## src/sv/bmpd_pkg.sv

```systemverilog
// Package with result kinds and default limits of the BMP stream decoder.
package bmpd_pkg;

  localparam int DEF_MAX_WIDTH  = 4096;
  localparam int DEF_MAX_HEIGHT = 4096;

  localparam logic [2:0] KIND_PALETTE     = 3'd0;
  localparam logic [2:0] KIND_PIXEL       = 3'd1;
  localparam logic [2:0] KIND_HDR_OK      = 3'd2;
  localparam logic [2:0] KIND_HDR_UNSUPP  = 3'd3;
  localparam logic [2:0] KIND_HDR_ERROR   = 3'd4;

  localparam logic [15:0] BMP_SIGNATURE = 16'h4D42;
  localparam int          HDR_BYTES     = 54;
  localparam int          OUT_DATA_W    = 88;

  typedef enum logic [1:0] {
    IDX_BYTE   = 2'd0,
    IDX_NIBBLE = 2'd1,
    IDX_BIT    = 2'd2
  } idx_mode_t;

endpackage

```

## src/sv/bmp_stream_decoder.sv

```systemverilog
// Top level of the streaming decoder for uncompressed BMP files.
// Bytes of a BMP file enter one item per cycle unless in_tready is low; in_tuser marks the
// first byte of a new file. The 54-byte header yields one verdict item on offset 53, palette
// words one entry each, and each pixel byte 0, 1, 2 (4-bit) or up to 8 (1-bit) pixel items.
// Results leave one per cycle from an output register while out_tready allows; a new byte
// is taken once no earlier result is pending or the last one moves out, so 8-bit and 24-bit
// data run at one byte a cycle, while 1-bit data hold the input as their pixel items leave.
module bmp_stream_decoder
  import bmpd_pkg::*;
#(
  parameter int MAX_WIDTH  = DEF_MAX_WIDTH,
  parameter int MAX_HEIGHT = DEF_MAX_HEIGHT
) (
  input  logic                  clk,
  input  logic                  rst_n,
  input  logic                  in_tvalid,
  output logic                  in_tready,
  input  logic [7:0]            in_tdata,   // [7:0] data_byte
  input  logic                  in_tuser,   // [0] first_byte
  output logic                  out_tvalid,
  input  logic                  out_tready,
  // [23:0] position, [31:24] color_index, [39:32] red, [47:40] green, [55:48] blue,
  // [68:56] image_width, [81:69] image_height, [86:82] bits_per_pixel, [87] last_of_image
  output logic [OUT_DATA_W-1:0] out_tdata,
  output logic [2:0]            out_tuser,  // [2:0] kind
  output logic                  out_tlast   // last_of_run
);

  localparam int WW  = $clog2(MAX_WIDTH + 1);
  localparam int HW  = $clog2(MAX_HEIGHT + 1);
  localparam int PW  = WW + 3;
  localparam int PRW = WW + HW;

  typedef enum logic [2:0] {
    PH_HEADER, PH_PALETTE, PH_SKIP, PH_PIXELS, PH_IDLE
  } phase_t;

  // Parse state.
  phase_t          ph_r;
  logic [31:0]     off_r, hfs_r, w_r, h_r, pdo_r;
  logic [4:0]      dep_r;
  logic [3:0]      chk_r;
  logic [HW-1:0]   row_r;
  logic [PW-1:0]   rbc_r, pitch_r;
  logic [1:0]      m3_r;
  logic [WW-1:0]   col_r;
  logic [23:0]     base_r, pend_r;
  logic [8:0]      pal_r;
  logic [PRW-1:0]  prod_r;

  // Pending results of the current byte.
  logic [3:0]      bt_cnt_r;
  logic [2:0]      bt_kind_r;
  logic [23:0]     bt_pos_r;
  logic [7:0]      bt_idx_r;
  idx_mode_t       bt_mode_r;
  logic [7:0]      bt_red_r, bt_green_r, bt_blue_r;
  logic [12:0]     bt_w_r, bt_h_r;
  logic [4:0]      bt_bpp_r;
  logic            bt_ilast_r;

  // Output register.
  logic            out_valid_r;
  logic [OUT_DATA_W-1:0] out_data_r;
  logic [2:0]      out_kind_r;
  logic            out_last_r;

  // Next values.
  phase_t          ph_nxt;
  logic [31:0]     off_nxt, hfs_nxt, w_nxt, h_nxt, pdo_nxt;
  logic [4:0]      dep_nxt;
  logic [3:0]      chk_nxt;
  logic [HW-1:0]   row_nxt;
  logic [PW-1:0]   rbc_nxt, pitch_nxt;
  logic [1:0]      m3_nxt;
  logic [WW-1:0]   col_nxt;
  logic [23:0]     base_nxt, pend_nxt;
  logic [8:0]      pal_nxt;
  logic [3:0]      bt_cnt_nxt;
  logic [2:0]      bt_kind_nxt;
  logic [23:0]     bt_pos_nxt;
  logic [7:0]      bt_idx_nxt;
  idx_mode_t       bt_mode_nxt;
  logic [7:0]      bt_red_nxt, bt_green_nxt, bt_blue_nxt;
  logic [12:0]     bt_w_nxt, bt_h_nxt;
  logic [4:0]      bt_bpp_nxt;
  logic            bt_ilast_nxt;

  logic            move, accept;
  logic [7:0]      emit_idx;

  assign move      = (bt_cnt_r != 4'd0) && (!out_valid_r || out_tready);
  assign in_tready = (bt_cnt_r == 4'd0) || ((bt_cnt_r == 4'd1) && move);
  assign accept    = in_tvalid && in_tready;

  always_comb begin
    unique case (bt_mode_r)
      IDX_NIBBLE: emit_idx = {4'd0, bt_idx_r[7:4]};
      IDX_BIT:    emit_idx = {7'd0, bt_idx_r[7]};
      default:    emit_idx = bt_idx_r;
    endcase
  end

  always_comb begin
    logic [7:0]      b;
    logic [15:0]     hi;
    logic [31:0]     entries;
    logic [WW+5:0]   wd;
    logic [WW-1:0]   wl, rem, n;
    logic [31:0]     p;
    logic            wide_bad;
    b = in_tdata;
    ph_nxt = ph_r;   off_nxt = off_r;  hfs_nxt = hfs_r;  w_nxt = w_r;  h_nxt = h_r;
    pdo_nxt = pdo_r; dep_nxt = dep_r;  chk_nxt = chk_r;  row_nxt = row_r;
    rbc_nxt = rbc_r; pitch_nxt = pitch_r; m3_nxt = m3_r; col_nxt = col_r;
    base_nxt = base_r; pend_nxt = pend_r; pal_nxt = pal_r;
    if (in_tuser) begin
      ph_nxt = PH_HEADER; off_nxt = '0; hfs_nxt = '0; w_nxt = '0; h_nxt = '0;
      pdo_nxt = '0; dep_nxt = '0; chk_nxt = '0; row_nxt = '0; rbc_nxt = '0;
      pitch_nxt = '0; m3_nxt = '0; col_nxt = '0; base_nxt = '0; pend_nxt = '0;
      pal_nxt = '0;
    end
    bt_cnt_nxt = 4'd0; bt_kind_nxt = KIND_PIXEL; bt_pos_nxt = '0; bt_idx_nxt = '0;
    bt_mode_nxt = IDX_BYTE; bt_red_nxt = '0; bt_green_nxt = '0; bt_blue_nxt = '0;
    bt_w_nxt = '0; bt_h_nxt = '0; bt_bpp_nxt = '0; bt_ilast_nxt = 1'b0;
    hi = '0; entries = '0; wd = '0; n = '0; rem = '0; p = '0; wide_bad = 1'b0;
    wl = w_nxt[WW-1:0];

    if ((ph_nxt == PH_SKIP) && (off_nxt >= pdo_nxt)) ph_nxt = PH_PIXELS;

    unique case (ph_nxt)
      PH_HEADER: begin
        if (off_nxt < 32'(HDR_BYTES)) begin
          hfs_nxt = {b, hfs_nxt[31:8]};
          hi = hfs_nxt[31:16];
          unique case (off_nxt)
            32'd1:  if (hi != BMP_SIGNATURE) chk_nxt[0] = 1'b1;
            32'd13: pdo_nxt = hfs_nxt;
            32'd21: w_nxt = hfs_nxt;
            32'd25: h_nxt = hfs_nxt;
            32'd27: if (hi != 16'd1) chk_nxt[1] = 1'b1;
            32'd29: begin
              dep_nxt = hi[4:0];
              if (hi != 16'd1 && hi != 16'd4 && hi != 16'd8 && hi != 16'd24)
                chk_nxt[3] = 1'b1;
            end
            32'd33: if (hfs_nxt != 32'd0) chk_nxt[2] = 1'b1;
            32'd53: begin
              unique case (dep_nxt)
                5'd1:    entries = 32'd2;
                5'd4:    entries = 32'd16;
                5'd8:    entries = 32'd256;
                default: entries = 32'd0;
              endcase
              wide_bad = (w_nxt == 32'd0) || (w_nxt > 32'(MAX_WIDTH)) ||
                         (h_nxt > 32'(MAX_HEIGHT)) || (32'(prod_r) > 32'h0100_0000) ||
                         (pdo_nxt < 32'(HDR_BYTES) + {entries[29:0], 2'b00});
              bt_cnt_nxt = 4'd1;
              bt_w_nxt = w_nxt[12:0];
              bt_h_nxt = h_nxt[12:0];
              bt_bpp_nxt = dep_nxt;
              priority if (chk_nxt != 4'd0) bt_kind_nxt = KIND_HDR_UNSUPP;
              else if (wide_bad)            bt_kind_nxt = KIND_HDR_ERROR;
              else                          bt_kind_nxt = KIND_HDR_OK;
              if (bt_kind_nxt != KIND_HDR_OK) begin
                ph_nxt = PH_IDLE;
              end else begin
                pal_nxt = entries[8:0];
                unique case (dep_nxt)
                  5'd1:    wd = (WW+6)'(wl);
                  5'd4:    wd = (WW+6)'({wl, 2'b00});
                  5'd8:    wd = (WW+6)'({wl, 3'b000});
                  default: wd = (WW+6)'({wl, 4'b0000}) + (WW+6)'({wl, 3'b000});
                endcase
                wd = wd + (WW+6)'(31);
                pitch_nxt = PW'({wd[WW+5:5], 2'b00});
                row_nxt = '0; rbc_nxt = '0; col_nxt = '0; pend_nxt = '0; m3_nxt = '0;
                base_nxt = (h_nxt != 32'd0) ? 24'(prod_r - PRW'(wl)) : 24'd0;
                if (entries != 32'd0)      ph_nxt = PH_PALETTE;
                else if (h_nxt != 32'd0)   ph_nxt = PH_SKIP;
                else                       ph_nxt = PH_IDLE;
              end
            end
            default: ;
          endcase
        end else begin
          ph_nxt = PH_IDLE;
        end
      end
      PH_PALETTE: begin
        p = off_nxt - 32'(HDR_BYTES);
        if (p[1:0] != 2'd3) begin
          pend_nxt = {pend_nxt[15:0], b};
        end else begin
          bt_cnt_nxt = 4'd1;
          bt_kind_nxt = KIND_PALETTE;
          bt_pos_nxt = {16'd0, p[9:2]};
          bt_idx_nxt = p[9:2];
          bt_red_nxt = pend_nxt[7:0];
          bt_green_nxt = pend_nxt[15:8];
          bt_blue_nxt = pend_nxt[23:16];
          if ({1'b0, p[9:2]} + 9'd1 >= pal_nxt)
            ph_nxt = (h_nxt != 32'd0) ? PH_SKIP : PH_IDLE;
        end
      end
      PH_PIXELS: begin
        rem = wl - col_nxt;
        bt_pos_nxt = base_nxt + 24'(col_nxt);
        bt_idx_nxt = b;
        unique case (dep_nxt)
          5'd8: begin
            n = (rem != '0) ? WW'(1) : '0;
          end
          5'd4: begin
            bt_mode_nxt = IDX_NIBBLE;
            n = (rem >= WW'(2)) ? WW'(2) : rem;
          end
          5'd1: begin
            bt_mode_nxt = IDX_BIT;
            n = (rem >= WW'(8)) ? WW'(8) : rem;
          end
          default: begin
            pend_nxt = {pend_nxt[15:0], b};
            bt_idx_nxt = '0;
            bt_red_nxt = pend_nxt[7:0];
            bt_green_nxt = pend_nxt[15:8];
            bt_blue_nxt = pend_nxt[23:16];
            n = ((m3_nxt == 2'd2) && (rem != '0)) ? WW'(1) : '0;
          end
        endcase
        bt_cnt_nxt = n[3:0];
        bt_ilast_nxt = (n != '0) && (32'(row_nxt) + 32'd1 == h_nxt) &&
                       (col_nxt + n == wl);
        col_nxt = col_nxt + n;
        m3_nxt = (m3_nxt == 2'd2) ? 2'd0 : m3_nxt + 2'd1;
        rbc_nxt = rbc_nxt + PW'(1);
        if (rbc_nxt >= pitch_nxt) begin
          rbc_nxt = '0; col_nxt = '0; m3_nxt = '0;
          row_nxt = row_nxt + HW'(1);
          if (32'(row_nxt) >= h_nxt) ph_nxt = PH_IDLE;
          else                       base_nxt = base_nxt - 24'(wl);
        end
      end
      default: ;
    endcase
    if (off_nxt != 32'hFFFF_FFFF) off_nxt = off_nxt + 32'd1;
  end

  always_ff @(posedge clk) begin
    if (!rst_n) begin
      ph_r <= PH_HEADER;
      off_r <= '0; hfs_r <= '0; w_r <= '0; h_r <= '0; pdo_r <= '0; dep_r <= '0;
      chk_r <= '0; row_r <= '0; rbc_r <= '0; pitch_r <= '0; m3_r <= '0; col_r <= '0;
      base_r <= '0; pend_r <= '0; pal_r <= '0;
      bt_cnt_r <= '0;
      out_valid_r <= 1'b0;
    end else begin
      if (accept) begin
        ph_r <= ph_nxt; off_r <= off_nxt; hfs_r <= hfs_nxt; w_r <= w_nxt; h_r <= h_nxt;
        pdo_r <= pdo_nxt; dep_r <= dep_nxt; chk_r <= chk_nxt; row_r <= row_nxt;
        rbc_r <= rbc_nxt; pitch_r <= pitch_nxt; m3_r <= m3_nxt; col_r <= col_nxt;
        base_r <= base_nxt; pend_r <= pend_nxt; pal_r <= pal_nxt;
        bt_cnt_r <= bt_cnt_nxt;
      end else if (move) begin
        bt_cnt_r <= bt_cnt_r - 4'd1;
      end
      if (move)            out_valid_r <= 1'b1;
      else if (out_tready) out_valid_r <= 1'b0;
    end
  end

  // Payload registers, no reset needed.
  always_ff @(posedge clk) begin
    // Product for the size check and the bottom row base; stable well before the verdict.
    prod_r <= w_r[WW-1:0] * h_r[HW-1:0];
    if (accept) begin
      bt_kind_r <= bt_kind_nxt; bt_pos_r <= bt_pos_nxt; bt_idx_r <= bt_idx_nxt;
      bt_mode_r <= bt_mode_nxt; bt_red_r <= bt_red_nxt; bt_green_r <= bt_green_nxt;
      bt_blue_r <= bt_blue_nxt; bt_w_r <= bt_w_nxt; bt_h_r <= bt_h_nxt;
      bt_bpp_r <= bt_bpp_nxt; bt_ilast_r <= bt_ilast_nxt;
    end else if (move) begin
      bt_pos_r <= bt_pos_r + 24'd1;
      unique case (bt_mode_r)
        IDX_NIBBLE: bt_idx_r <= {bt_idx_r[3:0], 4'd0};
        IDX_BIT:    bt_idx_r <= {bt_idx_r[6:0], 1'b0};
        default:    bt_idx_r <= bt_idx_r;
      endcase
    end
    if (move) begin
      out_kind_r <= bt_kind_r;
      out_last_r <= (bt_cnt_r == 4'd1);
      out_data_r <= {bt_ilast_r && (bt_cnt_r == 4'd1), bt_bpp_r, bt_h_r, bt_w_r,
                     bt_blue_r, bt_green_r, bt_red_r, emit_idx, bt_pos_r};
    end
  end

  assign out_tvalid = out_valid_r;
  assign out_tdata  = out_data_r;
  assign out_tuser  = out_kind_r;
  assign out_tlast  = out_last_r;

endmodule

```

## config.mk

```make
export PLATFORM = sky130hd
export DESIGN_NAME = bmp_stream_decoder
export DESIGN_NICKNAME = d
export VERILOG_FILES = /design/src/sv/bmpd_pkg.sv /design/src/sv/bmp_stream_decoder.sv
export SDC_FILE = /design/constraint.sdc
export NUM_CORES = 2
export LEC_CHECK = 0
export BUFFER_PORTS_ARGS = -buffer_cell sky130_fd_sc_hd__buf_2
export CORE_UTILIZATION = 33
export CTS_BUF_LIST = sky130_fd_sc_hd__clkbuf_16
export DETAILED_ROUTE_END_ITERATION = 12
export GPL_ROUTABILITY_DRIVEN = 0
export HOLD_SLACK_MARGIN = 0.05
export SLEW_MARGIN = 20
export SYNTH_ARGS = -nofsm -noshare
export SYNTH_HDL_FRONTEND = slang
export SYNTH_SLANG_ARGS = --single-unit
export TNS_END_PERCENT = 1
```

## constraint.sdc

```tcl
create_clock -name clk -period 10.2 [get_ports clk]
set_input_delay 1.02 -clock clk [delete_from_list [all_inputs] [get_ports clk]]
set_output_delay 1.02 -clock clk [all_outputs]
set_load 0.005 [all_outputs]
```

# After elaboration in Yosys (flattened, before gate mapping)
# Index checks and enable logic that the tools add are counted.
dict set report totals {
  ff_bits 505
  latchBits 0
  ram_bits 0
  romBits 0
  inputBits 13
  output_inout_bits 94
  word_cells 271
  mem_count 0
}
dict set report classes {
  n_addsub 17
  multipliers 1
  div_mod_pow 0
  n_lt_le_gt_ge 11
  n_eq_ne 28
  shift 0
  n_mux 147
  bitwise_logic 0
  reduce_logical 34
}
# operator n
set ops {}
lappend ops {{$mux 32} 20}
lappend ops {{$mux 24} 15}
lappend ops {{$mux 13} 13}
lappend ops {{$mux 16} 10}
lappend ops {{$eq 32x5->1 const B} 4}
lappend ops {{$pmux 24 s2} 2}
lappend ops {{$pmux 8 s2} 6}
lappend ops {{$reduce_bool 32->1} 3}
lappend ops {{$mux 8} 11}
lappend ops {{$mux 19} 4}
lappend ops {{$pmux 24 s3} 1}
lappend ops {{$eq 32x6->1 const B} 2}
lappend ops {{$gt 32x13->1 const B} 2}
lappend ops {{$mux 3} 18}
lappend ops {{$pmux 18 s3} 1}
lappend ops {{$pmux 13 s2} 2}
lappend ops {{$sub 24x13->24} 2}
lappend ops {{$mux 9} 5}
lappend ops {{$pmux 13 s3} 1}
lappend ops {{$add 32x1->32 const B} 1}
lappend ops {{$add 6x32->32 const A} 1}
lappend ops {{$eq 14x32->1} 1}
lappend ops {{$eq 32x1->1 const B} 1}
lappend ops {{$eq 32x4->1 const B} 1}
lappend ops {{other kinds (63)} 111}

# Longest topological paths before layout
dict set report logic_depth {
  word_depth 24
  ltp_mapped 35
}

# Worst setup path before layout
# No wires, ideal clock.
dict set report synth_timing {
  path_type {input-to-reg}
  startpoint {in in_tuser}
  endpoint {reg bt_ilast_r (data pin)}
  setup_ns 0.170
  arrival_time_ns 8.050
  slack_ns 1.981
  path_stages 35
  n_path_buf 11
  cell_sequence {buf_6 buf_8 buf_8 buf_12 buf_2 buf_2 buf_2 clkbuf_1 clkbuf_1 clkbuf_1 clkbuf_1 nor2b_1 ha_1 inv_1 fa_1 a21o_1 a211oi_1 or3_1 a221o_1 a211o_1 nand4b_4 a221o_1 ha_1 ha_1 a311oi_1 o22ai_1 a211oi_1 nand4_1 a2111oi_0 o311a_1 nand4_1 a2111oi_2 nand4_1 nand4bb_1 nor4_2}
}
dict set report synth_between {
  elab_chain_cells 10
  elab_cells_between_ends 36
  classes_between {add/sub: 3; order compare: 3; eq/ne: 8; mux: 16; reduce/logical: 6}
}
# element line_no
set synth_rtl {}
lappend synth_rtl {{start: declaration} bmp_stream_decoder.sv:19} ;# input logic in_tuser,
lappend synth_rtl {{parallel branches: the longest is 10 deep, another holds $sub 13x13->13} -}
lappend synth_rtl {{end signal: assignment} bmp_stream_decoder.sv:280} ;# bt_bpp_r <= bt_bpp_nxt; bt_ilast_r <= bt_ilast_nxt;
lappend synth_rtl {{end: declaration} bmp_stream_decoder.sv:60} ;# logic bt_ilast_r;
# Several ways; the timed one is not identified. The select of a mux whose other input is x is not followed.
# A chain may end at the register's enable or synchronous reset.

# Worst setup path after layout
# Same ends and word-level chain as after synthesis.

==> key figures <==
Outcome
  – Status: finished clean

Clocking
  – Root Driver: clkbuf_16
  – CTS sink count: between 400 and 500
  – Number of CTS-inserted buffers: between 50 and 60
  – CTS clk-pin slew, worst paths: 0.07 ns
  – Hold Buf Count CTS: 0
  – PostCTS Resize Cnt: 0
  – CTS Buffer Depth: 3
  – Post-CTS Setup Repair Bufs: 0
  – Worst-skew pair later-pin latency: roughly 0.66 ns
  – CTS tree: yes
  – # H-tree levels: 2

Drt
  – Antenna-violating nets left: 0
  – Vias/cell: between 5 and 6
  – WL final: roughly 110000 um
  – DR iter-0 viols: around 2600
  – Drc violations: 0
  – DR vias: 28600
  – Drt first pass iters: 7
  – Routed wire per std cell: 20.0 um

STA
  – Final clock skew: 0.0484 ns
  – Slew margin rel.: a little under a quarter
  – Aggregate negative setup slack: 0 ns
  – RSZ-0062 raised after global routing: false
  – Final Max Tran Viols: 0
  – Final hold slack: 0.410 ns
  – Final Critical Period: 7.60 ns
  – Fin crit share: 74.6%
  – Max Clk Rate: about 0.13 GHz
  – Final setup viols: 0
  – Worst-margin pin slew: between 1 and 1.5 ns
  – Final hold viol count: 0

Global routing
  – Gr usage total: 19.9%
  – Largest net degree at the start of global routing: 101
  – Vias in the first global route: 27300
  – Global-route wire length before repair: ~160000 um
  – GR Overflow Total: 0
  – Initial antenna violation count: 0

Critical path
  – Reg-to-Reg Start: w_r[4]$_SDFFE_PN0P_
  – WS Path Type: input pin to flip-flop
  – Critical path origin: in_tuser
  – Worst Setup End Kind: flip-flop
  – CP required: about 11 ns
  – Startpoint Class: input pin
  – Worst Path Max Fanout: 80
  – Arrival time at the worst endpoint: 8.05 ns

Synthesis
  – Post-synthesis cell count: between 3000 and 4000
  – Register area share after synthesis: 34.8%
  – Top FF cell, synth: dfxtp_1
  – Post-synth EDFFs: 185
  – FF+latch count, synth: 497
  – Post-synth top area cell: dfxtp_1
  – Mapped Avg Cell Area: 8.83 um^2
  – Top-count cell post-synth: nand2_1
  – Most area-consuming cells after synthesis: dfxtp_1, edfxtp_1, ha_1
  – Cell Area, Synth: 0.0339 mm^2
  – Post-synthesis async set-or-reset flop share: 0%
  – Yosys cell types: 122
  – Synth top area share: a little under a fifth
  – Synth warn: 0
  – Synth cell count leaders: nand2_1, nor2_1, dfxtp_1

Min path
  – Hold Path Origin: bt_bpp_r[4]$_SDFFCE_PN0P_
  – Hold crit path type: flip-flop to flip-flop

Pwr
  – Pleak: 14.9 nW
  – Pwr Density: approximately 160 mW/mm^2
  – Peak supply drop: approximately 150 uV

Job
  – Max Cap Viol: 0

Finish
  – Final instance area: 0.0376 mm^2
  – Layout cells sized above 1: roughly 8.6%
  – # nets final: 4187
  – Ant. Diodes: 0
  – Area growth from synthesis to layout: 10.8%

Placed design
  – I/O Buffers: 106
  – Placed Area: roughly 0.036 mm^2
  – DP HPWL: 75900 um

Die
  – Starting density of the core: 33.3%
  – Num rows: 117
  – # IOs: approximately 110
  – Die height: approximately 320 um
  – Die width: 323 um
  – Core area: between 0.1 and 0.15 mm^2
  – Die ar.: 0.104 mm^2
[path summary, 6_finish.rpt]
| path | to | slack (ns) | depth (start not counted) |
|---|---|---|---|
| worst max-delay path | bt_ilast_r$_SDFFCE_PN0P_ | 2.60 | 25 |
| worst min-delay path | out_tdata[86]$_DFFE_PP_ | 0.41 | 0 |
| worst max register to register | bt_ilast_r$_SDFFCE_PN0P_ | 3.02 | 24 |
| worst min register to register | out_tdata[86]$_DFFE_PP_ | 0.41 | 0 |
[where the power goes]
group | internal (mW) | total [mW] | switching [mW]
Clock | 1.14 | 2.04 | 0.899
Sequential | 2.60 | 2.78 | 0.180
Combinational | 0.421 | 1.37 | 0.946
Total | 4.16 | 6.19 | 2.03
[cell type report]
class / instances / area [um^2]
Timing Repair Buffer: 169 / 1010
Clock inverter: 46 / 495
Fill cell: 10400 / 64300
Multi-Input combinational cell: 2901 / 20400
Sequential cell: 497 / 11800
Clock buffer: 53 / 1330
Inverter: 222 / 846
Tap cell: 1368 / 1710
[layout by cell type (no fill, tap or decap), types with 16 or more instances in the layout]
| master | netlist | layout |
|---|---|---|
| a211oi_1 | 21 | 21 |
| a21o_1 | 47 | 47 |
| a21oi_1 | 193 | 193 |
| a222oi_1 | 16 | 16 |
| a22o_1 | 38 | 38 |
| a22oi_1 | 153 | 153 |
| a31oi_1 | 27 | 27 |
| and2_1 | 123 | 123 |
| and3_1 | 35 | 35 |
| buf_2 | 26 | 105 |
| buf_4 | 2 | 63 |
| clkbuf_16 | 0 | 53 |
| dfxtp_1 | 312 | 312 |
| edfxtp_1 | 185 | 185 |
| fa_1 | 123 | 123 |
| ha_1 | 207 | 207 |
| inv_1 | 218 | 220 |
| nand2_1 | 410 | 408 |
| nand2b_1 | 26 | 26 |
| nand3_1 | 98 | 98 |
| nand4_1 | 34 | 34 |
| nor2_1 | 393 | 389 |
| nor2b_1 | 108 | 108 |
| nor3_1 | 79 | 79 |
| nor4_1 | 48 | 47 |
| o211ai_1 | 17 | 17 |
| o21a_1 | 22 | 22 |
| o21ai_0 | 136 | 134 |
| o21ai_1 | 16 | 17 |
| o21bai_1 | 19 | 19 |
| o22ai_1 | 33 | 33 |
| o31ai_1 | 20 | 20 |
| xnor2_1 | 134 | 134 |
| xor2_1 | 81 | 81 |
[stage by stage]
step / power [mW] / util, % / instances / setup slack, ns
floorplan: 3.64 / - / 3850 / 1.98
global placement: 4.18 / 35.1 / 5157 / 2.26
detailed placement: 4.19 / 35.1 / 5157 / 2.15
CTS: 6.25 / 36.9 / 5256 / 2.77
global route: 6.50 / 36.9 / 5256 / 2.29
finish: 6.19 / 36.9 / 5256 / 2.60
[worst max-delay path, stage by stage]
cell       delay, ns
buf_6           0.48
inv_4           0.40
nand2_1         0.32
clkinv_1        0.37
ha_1            0.46
nor4bb_2        0.21
o31ai_1         0.24
a21oi_1         0.11
a211oi_1        0.28
mux2i_1         0.45
nand4b_4        0.21
a221o_1         0.41
ha_1            0.26
ha_1            0.29
a311oi_1        0.30
o22ai_1         0.11
a211oi_1        0.20
nand4_1         0.12
a2111oi_0       0.43
o311a_1         0.24
nand4_1         0.11
a2111oi_2       0.33
nand4_1         0.12
nand4bb_1       0.23
nor4_2          0.27
[metal layers]
metal | vias to the layer above | routed length [um] | track usage, %
met1 | 13800 | 46300 | 26.8
met3 | 214 | 7050 | 2.87
met5 | - | 0 | 0
met2 | 1034 | 47400 | 31.6
met4 | 0 | 4380 | 8.76
li1 | 13600 | - | -
[cells by family (layout without fill, tap and decap cells)]
family                   after synthesis  count (layout)  synth area share, %
multiplexers                          12              12                0.358
buffers and inverters                452             490                 5.29
AND/OR/NAND/NOR                     1441            1441                 20.6
adder cells (fa/ha/maj)              330             330                 14.9
XOR/XNOR                             222             222                 5.97
flip-flops                           497             497                 34.8
AO/OA/AOI/OAI                        888             888                 18.1
other                                  1               8               0.0111
[sequential cells by signal, indices dropped and copies added (netlist names), 24 cells and up]
register	cells
bt_pos_r	24
off_r	32
h_r	32
w_r	32
prod_r	26
hfs_r	24
pdo_r	32
out_tdata	88
pend_r	24
base_r	24
Power figures use the tool's default switching activity.
